===== src/hdl/pce_pkg.sv =====
package pce_pkg;

	// number of ports in the i/o window, two slots (read, write) per port
	localparam int PORT_COUNT = 80;
	localparam int SLOT_COUNT = 2 * PORT_COUNT;
	localparam int SLOT_W     = $clog2(SLOT_COUNT);

	localparam logic [7:0] PORT_LIMIT = 8'(PORT_COUNT);

	// stream codes
	localparam logic [7:0]  INIT_MARKER = 8'hF8;
	localparam logic [7:0]  SHORT_TAG   = 8'hFE;
	localparam logic [7:0]  LONG_TAG    = 8'hFF;
	localparam logic [31:0] SHORT_LIMIT = 32'h0000_FFFF;

	// longest record: marker, long tag, four delta bytes, slot, data
	localparam int REC_MAX = 8;
	localparam int LEN_W   = $clog2(REC_MAX + 1);
	localparam int PTR_W   = $clog2(REC_MAX);

	typedef struct packed {
		logic        action;
		logic [31:0] timestamp;
		logic [6:0]  port_addr;
		logic        direction;
		logic [7:0]  port_value;
	} in_t;

	typedef struct packed {
		logic [7:0] out_byte;
		logic       last_byte;
	} out_t;

	typedef struct packed {
		logic [REC_MAX-1:0][7:0] bytes;
		logic [LEN_W-1:0]        len;
	} rec_t;

endpackage


===== src/hdl/port_change_trace_encoder.sv =====
// port change trace encoder: takes one port event per beat and turns each
// event that matters into a byte record (optional init marker 0xf8, time
// since the last record in one, three or five bytes, slot = port*2+dir, then
// the xor of changed bits or, for init, the absolute byte). an accepted event
// is registered together with its shadow ram read and resolved in the stage
// after it; a record that commits is loaded into the serializer, which then
// offers its first byte. events are taken one per cycle as long as records
// drain: an event that emits nothing sends no bytes, an emitting event holds
// the byte-wide output for its record of 3 to 8 bytes. the output serializer is
// the rate limit. the shadow bytes sit in a 160 x 8 ram with one valid flop
// per slot, so reset takes effect at once with no clearing pass, and an
// event that hits the slot written by the event just before it is served by
// forwarding from the write port.
module port_change_trace_encoder (
	input  logic          clk,
	input  logic          arst_n,
	input  logic          in_valid,
	output logic          in_ready,
	input  pce_pkg::in_t  in_data,
	output logic          out_valid,
	input  logic          out_ready,
	output pce_pkg::out_t out_data
);

	// accept stage
	logic                       in_beat;
	logic [7:0]                 in_slot;
	logic [pce_pkg::SLOT_W-1:0] in_idx;

	// resolve stage (works on the registered ram read data)
	logic                       vld_s1;
	pce_pkg::in_t               item_s1;
	logic                       fwd_s1;
	logic [7:0]                 fwd_data_s1;
	logic                       shv_s1;

	logic [7:0]                 slot_s1;
	logic [pce_pkg::SLOT_W-1:0] idx_s1;
	logic                       inrange_s1;
	logic [7:0]                 ram_rdata;
	logic [7:0]                 shadow_cur;
	logic [7:0]                 data_s1;
	logic [31:0]                delta_s1;
	logic                       emit_s1;
	logic                       adv_s1;
	logic                       commit_s1;

	// architectural state beside the ram
	logic [31:0]                last_time_q;
	logic [pce_pkg::SLOT_COUNT-1:0] shadow_vld_q;

	pce_pkg::rec_t              rec;
	logic                       can_load;

	assign in_slot = {in_data.port_addr, in_data.direction};
	assign in_idx  = in_slot[pce_pkg::SLOT_W-1:0];
	assign in_beat = in_valid && in_ready;

	assign slot_s1    = {item_s1.port_addr, item_s1.direction};
	assign idx_s1     = slot_s1[pce_pkg::SLOT_W-1:0];
	assign inrange_s1 = ({1'b0, item_s1.port_addr} < pce_pkg::PORT_LIMIT);

	// never-written slots read as zero, a same-cycle write wins over the ram
	assign shadow_cur = fwd_s1 ? fwd_data_s1 : (shv_s1 ? ram_rdata : 8'h00);
	assign data_s1    = item_s1.action ? item_s1.port_value
	                                   : (item_s1.port_value ^ shadow_cur);
	assign delta_s1   = item_s1.timestamp - last_time_q;

	// out-of-range ports and unchanged bytes fall through without a record
	assign emit_s1   = vld_s1 && inrange_s1 && (item_s1.action || (data_s1 != 8'h00));
	assign adv_s1    = !emit_s1 || can_load;
	assign commit_s1 = emit_s1 && can_load;
	assign in_ready  = !vld_s1 || adv_s1;

	pce_ram #(
		.WIDTH (8),
		.DEPTH (pce_pkg::SLOT_COUNT)
	) u_shadow (
		.clk   (clk),
		.we    (commit_s1),
		.waddr (idx_s1),
		.wdata (item_s1.port_value),
		.re    (in_beat),
		.raddr (in_idx),
		.rdata (ram_rdata)
	);

	always_ff @(posedge clk or negedge arst_n) begin
		if (!arst_n) begin
			vld_s1       <= 1'b0;
			last_time_q  <= '0;
			shadow_vld_q <= '0;
		end else begin
			if (in_beat) begin
				vld_s1 <= 1'b1;
			end else if (adv_s1) begin
				vld_s1 <= 1'b0;
			end
			if (commit_s1) begin
				last_time_q          <= item_s1.timestamp;
				shadow_vld_q[idx_s1] <= 1'b1;
			end
		end
	end

	// payload of the resolve stage, with the forward from a same-slot commit
	always_ff @(posedge clk) begin
		if (in_beat) begin
			item_s1     <= in_data;
			fwd_s1      <= commit_s1 && (idx_s1 == in_idx);
			fwd_data_s1 <= item_s1.port_value;
			shv_s1      <= shadow_vld_q[in_idx];
		end
	end

	// record assembly: bytes are packed from the front, len counts them
	always_comb begin
		logic [pce_pkg::LEN_W-1:0] n;
		rec = '0;
		n   = '0;
		if (item_s1.action) begin
			rec.bytes[n[pce_pkg::PTR_W-1:0]] = pce_pkg::INIT_MARKER;
			n = n + pce_pkg::LEN_W'(1);
		end
		if (delta_s1 < {24'd0, pce_pkg::INIT_MARKER}) begin
			// short delta fits in one byte
			rec.bytes[n[pce_pkg::PTR_W-1:0]] = delta_s1[7:0];
			n = n + pce_pkg::LEN_W'(1);
		end else if (delta_s1 < pce_pkg::SHORT_LIMIT) begin
			// 16-bit delta, little-endian
			rec.bytes[n[pce_pkg::PTR_W-1:0]] = pce_pkg::SHORT_TAG;
			n = n + pce_pkg::LEN_W'(1);
			for (int i = 0; i < 2; i++) begin
				rec.bytes[n[pce_pkg::PTR_W-1:0]] = delta_s1[8*i +: 8];
				n = n + pce_pkg::LEN_W'(1);
			end
		end else begin
			// 32-bit delta, little-endian, also for exactly 0xffff
			rec.bytes[n[pce_pkg::PTR_W-1:0]] = pce_pkg::LONG_TAG;
			n = n + pce_pkg::LEN_W'(1);
			for (int i = 0; i < 4; i++) begin
				rec.bytes[n[pce_pkg::PTR_W-1:0]] = delta_s1[8*i +: 8];
				n = n + pce_pkg::LEN_W'(1);
			end
		end
		rec.bytes[n[pce_pkg::PTR_W-1:0]] = slot_s1;
		n = n + pce_pkg::LEN_W'(1);
		rec.bytes[n[pce_pkg::PTR_W-1:0]] = data_s1;
		n = n + pce_pkg::LEN_W'(1);
		rec.len = n;
	end

	// byte serializer doubles as the skid between event side and stream side
	pce_ser u_ser (
		.clk       (clk),
		.arst_n    (arst_n),
		.load      (commit_s1),
		.rec       (rec),
		.can_load  (can_load),
		.out_valid (out_valid),
		.out_ready (out_ready),
		.out_data  (out_data)
	);

endmodule


===== src/hdl/pce_ram.sv =====
module pce_ram #(
	parameter int WIDTH = 8,
	parameter int DEPTH = 160
) (
	input  logic                     clk,
	input  logic                     we,
	input  logic [$clog2(DEPTH)-1:0] waddr,
	input  logic [WIDTH-1:0]         wdata,
	input  logic                     re,
	input  logic [$clog2(DEPTH)-1:0] raddr,
	output logic [WIDTH-1:0]         rdata
);

	logic [WIDTH-1:0] mem [DEPTH];

	// read returns the old contents on a same-address write
	always_ff @(posedge clk) begin
		if (we) begin
			mem[waddr] <= wdata;
		end
		if (re) begin
			rdata <= mem[raddr];
		end
	end

endmodule


===== src/hdl/pce_ser.sv =====
module pce_ser (
	input  logic          clk,
	input  logic          arst_n,
	input  logic          load,
	input  pce_pkg::rec_t rec,
	output logic          can_load,
	output logic          out_valid,
	input  logic          out_ready,
	output pce_pkg::out_t out_data
);

	pce_pkg::rec_t               rec_q;
	logic                        busy_q;
	logic [pce_pkg::PTR_W-1:0]   ptr_q;
	logic [pce_pkg::LEN_W-1:0]   len_m1;
	logic [pce_pkg::PTR_W-1:0]   last_idx;
	logic                        beat;
	logic                        done;

	assign len_m1   = rec_q.len - pce_pkg::LEN_W'(1);
	assign last_idx = len_m1[pce_pkg::PTR_W-1:0];
	assign beat     = busy_q && out_ready;
	assign done     = beat && (ptr_q == last_idx);
	assign can_load = !busy_q || done;

	always_ff @(posedge clk or negedge arst_n) begin
		if (!arst_n) begin
			busy_q <= 1'b0;
			ptr_q  <= '0;
		end else if (load) begin
			busy_q <= 1'b1;
			ptr_q  <= '0;
		end else if (done) begin
			busy_q <= 1'b0;
		end else if (beat) begin
			ptr_q <= ptr_q + pce_pkg::PTR_W'(1);
		end
	end

	always_ff @(posedge clk) begin
		if (load) begin
			rec_q <= rec;
		end
	end

	assign out_valid          = busy_q;
	assign out_data.out_byte  = rec_q.bytes[ptr_q];
	assign out_data.last_byte = (ptr_q == last_idx);

endmodule


===== config.mk =====
export PLATFORM = sky130hd
export DESIGN_NAME = port_change_trace_encoder
export DESIGN_NICKNAME = d
export VERILOG_FILES = /design/src/hdl/pce_pkg.sv /design/src/hdl/port_change_trace_encoder.sv /design/src/hdl/pce_ram.sv /design/src/hdl/pce_ser.sv
export SDC_FILE = /design/constraint.sdc
export NUM_CORES = 2
export LEC_CHECK = 0
export ABC_AREA = 0
export BUFFER_PORTS_ARGS = -buffer_cell sky130_fd_sc_hd__buf_2
export CORE_ASPECT_RATIO = 0.9
export CORE_MARGIN = 2
export CORE_UTILIZATION = 66
export DETAILED_ROUTE_END_ITERATION = 10
export MAX_ROUTING_LAYER = met4
export PLACE_DENSITY = 0.89
export SYNTH_ARGS = -nofsm -noshare
export SYNTH_HDL_FRONTEND = slang
export SYNTH_SLANG_ARGS = --single-unit

===== constraint.sdc =====
create_clock -name clk -period 13.05 [get_ports clk]
set_input_delay 0.6525 -clock clk [delete_from_list [all_inputs] [get_ports clk]]
set_output_delay 0.6525 -clock clk [all_outputs]
set_load 0.01 [all_outputs]

==> Word-level counts from Yosys, hierarchy flattened <==
Memory sizes are Yosys's and may differ from the RTL's. A register that Yosys moved wholly into a read port is not among the register bits.
Index checks and enable logic that the tools add are counted.
Widths: inputs -> output; s select.
{ "word_totals": {"output_inout_bits": 11, "regBits": 323, "ramBits": 1280, "word_cells": 137, "memories": 1} }
{ "op_classes": {"n_reduce_logical": 27, "addsub": 10, "bitwise": 6, "n_eq_ne": 3, "order_cmp": 21, "muxes": 47} }
{ "memory_table": {"columns": ["memory", "depth", "width", "rd", "rd_ports_with_merged_regs", "write_ports", "line", "text"], "rows": [
  ["u_shadow.mem", 160, 8, 1, 1, 1, "pce_ram.sv:14", "logic [WIDTH-1:0] mem [DEPTH];"]
]} }
{ "op_table": {"columns": ["cell", "count"], "rows": [
  ["$bwmux 64", 9],
  ["$demux 8 s3", 7],
  ["$or 160x160->160", 1],
  ["$mux 64", 2],
  ["$mux 8", 12],
  ["$or 8x64->64", 1],
  ["$or 7x56->56", 1],
  ["$lt 3x4->1 const B", 8],
  ["$lt 32x16->1 const B", 1],
  ["$lt 32x8->1 const B", 1],
  ["$sub 32x32->32", 1],
  ["$bmux 8 s3", 1],
  ["$ge 3x1->1 const B", 7],
  ["$add 3x1->3 const B", 6],
  ["$lt 8x9->1 const B", 2],
  ["$logic_and 1x1->1", 15],
  ["$mux 3", 5],
  ["$mux 1", 9],
  ["$and 1x8->8", 1],
  ["$bmux 1 s8", 1],
  ["$demux 1 s8", 1],
  ["$eq 8x8->1", 1],
  ["$ge 8x1->1 const B", 1],
  ["$not 8->8", 1],
  ["12 further kinds", 19]
]} }

==> Depth between registers and ports, before layout <==
{ "depth": {"word_depth": 14, "mapped_depth": 23, "ltp_nobuf": 21} }

==> Modules after synthesis <==
Synthesis repeated with hierarchy kept, for this count alone.
{ "unflattened": {"hier_cells": 3962, "hier_area_um2": 67628.6} }
{ "by_module_without_submodules": {"columns": ["mod", "area_each_um2", "cells_each", "seq_area_each_um2", "instances"], "rows": [
  ["pce_ram", 50462.1, 2489, 38677.1, 1],
  ["port_change_trace_encoder", 14300.0, 1347, 6601.3, 1],
  ["pce_ser", 2866.5, 126, 2112.0, 1]
]} }

==> Worst setup path after synthesis <==
OpenSTA, ideal clock, no wires.
{ "synth_timing": {"kind": "reg2reg", "start": "register item_s1[1] in the netlist's numbering", "end": "register fwd_data_s1[0], enable pin", "required_ns": 12.550, "path_stages_with_launch": 7, "setup_slack_ns": 6.343, "path_buffers": 0, "setup_ns": 0.500, "arrival_time_ns": 6.206, "cell_sequence": "edfxtp_1 > xor2_1 > nor4_1 > nand4_1 > nand3_1 > nor2_1 > nor2b_1"} }
{ "synth_between": {"elab_chain_len": 9} }
{ "synth_lines": {"columns": ["element", "line", "text"], "rows": [
  ["from (decl)", "port_change_trace_encoder.sv:32", "pce_pkg::in_t item_s1;"],
  ["from (signal assigned)", "port_change_trace_encoder.sv:109", "item_s1 <= in_data;"],
  ["$xor 8x8->8", "port_change_trace_encoder.sv:66", ": (item_s1.port_value ^ shadow_cur);"],
  ["$mux 8 *", "port_change_trace_encoder.sv:65", "assign data_s1 = item_s1.action ? item_s1.port_value"],
  ["$reduce_bool 8->1 *", "port_change_trace_encoder.sv:70", "assign emit_s1 = vld_s1 && inrange_s1 && (item_s1.action || (data_s1 != 8'h00));"],
  ["$logic_or 1x1->1 *", "port_change_trace_encoder.sv:70", null],
  ["$logic_and 1x1->1 *", "port_change_trace_encoder.sv:70", null],
  ["$logic_not 1->1 *", "port_change_trace_encoder.sv:71", "assign adv_s1 = !emit_s1 || can_load;"],
  ["$logic_or 1x1->1 *", "port_change_trace_encoder.sv:71", null],
  ["$logic_or 1x1->1 *", "port_change_trace_encoder.sv:73", "assign in_ready = !vld_s1 || adv_s1;"],
  ["$logic_and 1x1->1 *", "port_change_trace_encoder.sv:57", "assign in_beat = in_valid && in_ready;"],
  ["via in_beat", "port_change_trace_encoder.sv:26", "logic in_beat;"],
  ["to (signal assigned)", "port_change_trace_encoder.sv:111", "fwd_data_s1 <= item_s1.port_value;"],
  ["to (decl)", "port_change_trace_encoder.sv:34", "logic [7:0] fwd_data_s1;"]
]} }
Mark *: on every way through the listed nets, which the timed path passes. The rest lies on a longest branch.
A chain may end at the register's enable or synchronous reset.

==> out/results.tsv <==
stage	metric	value	unit
synth	ys_seq_area_share	71.99	%
timing	fin_skew	0.06516	ns
synth	synthesis.nets	3514	
timing	slew_headroom	4.031	%
synth	ys_ff_latch	1611	
die	start_util	66.76	%
clocking	hold_buffers	1	
layout	syn2layout_area_growth	10.22	%
timing	maxClockFrequency	154.6	MHz
worst_setup_path	setup.worst_path.end_class	flip-flop	
die	dieArea	102300	um2
detailed_routing	vias_per_cell	7.373	
power	cellLeakagePower	24.60	nW
synth	synth_cells	3423	
power	p_clk_share	34.5	%
flow_run	drv_cap	0	
die	pin_count	64	
detailed_routing	drt_pass1_iterations	9	
layout	stdcell_area	72560	um2
clocking	clk_latency	0.83	ns
clocking	cts_root_buf	clkbuf_16	
global_route	grt_pass1_vias	36880	
worst_setup_path	critPathKind	flip-flop to flip-flop	
detailed_routing	antenna_left	0	
power	pwr-share-comb	18.6	%
detailed_routing	post_drt_wl_per_cell	37.10	um
status	status	finished clean	
timing	worstMarginPinSlew	1.436	ns
synth	synth_area	65830	um2
placed_design	gp_congestion	0.9778	
synth	synth-edff-count	1414	
timing	final-setup-viol-count	0	
synth	ys_top_cells_by_area	edfxtp_1, mux4_2, dfrtp_1, or2_2, nor2_1	
synth	synth-warning-count	0	
synth	synth_cell_types	78	
detailed_routing	routed_wl	184400	um
power	seq_power_share	46.9	%
timing	fin_setup_tns	0	ns
layout	final_cell_mix	edfxtp_1, mux4_2, nor2_1, dfrtp_1, or2_2	
timing	hold_slack	0.05341	ns
clocking	cts_tree	built	
layout	fin_nets	3586	
timing	fin_crit_sh	49.55	%
timing	rsz0062_at_grt	no	
layout	fillCellCount	5081	
global_route	grt_pass1_wl	266400	um
synth	synthArstFlopShare	12.23	%
timing	period_minus_slack	6.467	ns
die	rows	109	
power	max-vdd-ir-drop	0.0001266	V
worst_setup_path	required	13.53	ns
placed_design	dp_cells	4673	
clocking	clock-sinks	1611	
power	power_density	181.9	nW/um2
hold_path	hold_path.class	input port to flip-flop	
die	die_x	336.9	um
detailed_routing	num_vias	36640	
global_route	overflow	0	
layout	final_common_cell	edfxtp_1	
placed_design	dp_hpwl	102100	um
synth	synth_top_cell_by_area	edfxtp_1	
clocking	cts_setup_buffers	0	
synth	synth.avg_cell_area	19.23	um2
global_route	grt.total_usage	38.25	%
global_route	grt_max_degree	165	
synth	ys.flop_type	edfxtp_1	
placed_design	io_buffer_count	63	
clocking	clockBufferDepth	3	
placed_design	placed_cell_area	67480	um2
clocking	cts_resized	0	
global_route	grt_antenna_before_repair	13	
layout	drive_above_1_share	27.69	%
die	die_h	303.6	um
worst_setup_path	cp.arrival	6.94	ns
power	internal_power	9.388	mW
die	core_area	98600	um2
clocking	clk_pin_slew	0.06	ns
detailed_routing	drtIter0Drc	6592	
synth	yosysTopAreaCellShare	64.50	%
clocking	htree_levels	4	
timing	slew_viol_final	0	
detailed_routing	drc_errors	0	
power	p_switching	3.807	mW
timing	finalHoldViolations	0	
power	p_sw_share	28.85	%
clocking	numCtsBuffers	151	
worst_setup_path	start_kind	flip-flop	
layout	final_cells	4970	
worst_setup_path	worst-path-max-fanout	18	
per-layer routing:
metal / vias to the layer above / wire length (um) / track usage (%)
met1: 18720 / 61600 / 48.56
met4: 0 / 11830 / 19.92
met3: 671 / 22110 / 10.18
met5: - / 0 / -
met2: 3278 / 88830 / 57.57
li1: 13970 / - / -
logic make-up after synthesis:
| group | Yosys count | synth area share [%] |
|---|---|---|
| AOI/OAI and AO/OA | 303 | 3.077 |
| xor gates and xnor gates | 56 | 0.7450 |
| adders and majority gates | 38 | 0.7336 |
| buffers and inverters | 248 | 1.496 |
| DFF | 1611 | 71.99 |
| muxes | 530 | 17.17 |
| and+or+nand+nor | 637 | 4.790 |
power groups by stage:
stage | Combinational (mW) | Sequential [mW] | Clock [mW]
floorplan | 1.47 | 6.34 | 0
global placement | 2.31 | 6.26 | 0
detailed placement | 2.36 | 6.27 | 0
CTS | 2.40 | 6.17 | 4.55
global route | 2.60 | 6.19 | 4.74
finish | 2.46 | 6.18 | 4.55
sequential cells by signal (all words and copies together) (netlist names):
signal,flops
u_shadow.mem,1280
shadow_vld_q,160
u_ser.rec_q,67
item_s1,41
last_time_q,32
fwd_data_s1,8
idx_s1,8
u_shadow.rdata,8
u_ser.ptr_q,3
fwd_s1,1
shv_s1,1
u_ser.out_valid,1
vld_s1,1
stage by stage:
step | power (mW) | utilization (%) | setup slack [ns]
2_1_floorplan | 7.807 | - | 6.343
3_3_place_gp | 8.573 | 68.44 | 6.853
3_5_place_dp | 8.632 | 68.44 | 6.689
4_1_cts | 13.12 | 73.54 | 6.664
5_1_grt | 13.54 | 73.58 | 6.167
6_report | 13.20 | 73.58 | 6.583
layout make-up:
cell class | count | area, um2 | area share (%)
tap | 1332 | 1667 | 2.297
inverter | 62 | 232.7 | 0.3207
antenna | 16 | 40.04 | 0.05518
timing repair buffer | 105 | 724.4 | 0.9984
multi-input combinational | 1564 | 17480 | 24.09
sequential | 1611 | 47390 | 65.31
clock buffer | 214 | 4228 | 5.827
clock inverter | 66 | 794.5 | 1.095
critical path, cell delays in order (launching register included):
cell and delay (ns):
edfxtp_1 0.39, inv_1 0.07, ha_1 0.16, inv_1 0.06, fa_1 0.41, a211oi_2 0.42
o21ai_2 0.18, a21oi_4 0.22, a21boi_2 0.10, o2111a_1 0.27, or3_1 0.40, a2111oi_4 0.44
nor4b_1 0.60, inv_1 0.10, ha_1 0.36, nand2_1 0.07, o21ai_0 0.12, ha_1 0.74
nand2_1 0.29, o21bai_1 0.52, mux2i_1 0.23
worst paths after layout:
path                                                     from                            end  slack (ns)  depth (start not counted)
worst max register to register          item_s1[16]$_DFFE_PP_      u_ser.rec_q[49]$_DFFE_PP_        6.58                         20
worst min-delay path                               in_data[7]           item_s1[7]$_DFFE_PP_        0.05                          1
max in group asynchronous                              arst_n   shadow_vld_q[59]$_DFFE_PN0P_       10.91                          3
worst min register to register  shadow_vld_q[118]$_DFFE_PN0P_  shadow_vld_q[118]$_DFFE_PN0P_        0.46                          1
min in group asynchronous                              arst_n    last_time_q[25]$_DFFE_PN0P_        0.38                          2
worst max-delay path                    item_s1[16]$_DFFE_PP_      u_ser.rec_q[49]$_DFFE_PP_        6.58                         20
synthesized netlist by cell type (7+ instances only):
library cell  number
edfxtp_1        1414
mux4_2           478
nor2_1           210
dfrtp_1          197
or2_2            165
nand2_1          129
clkbuf_1         107
o21ai_0           75
a21oi_1           71
inv_1             62
buf_1             50
ha_1              37
mux2i_1           37
xnor2_1           28
xor2_1            28
a211oi_1          27
buf_2             23
o211ai_1          21
nor2b_1           18
nor3_1            18
and3_1            15
mux2_2            15
nand3_1           15
nand4_1           15
a31oi_1           12
and2_1            11
a21boi_0           9
nand3b_1           9
a32o_1             8
o32ai_1            8
nor4_1             7
or4_1              7
Note: power is estimated with default switching activity, not from simulation.
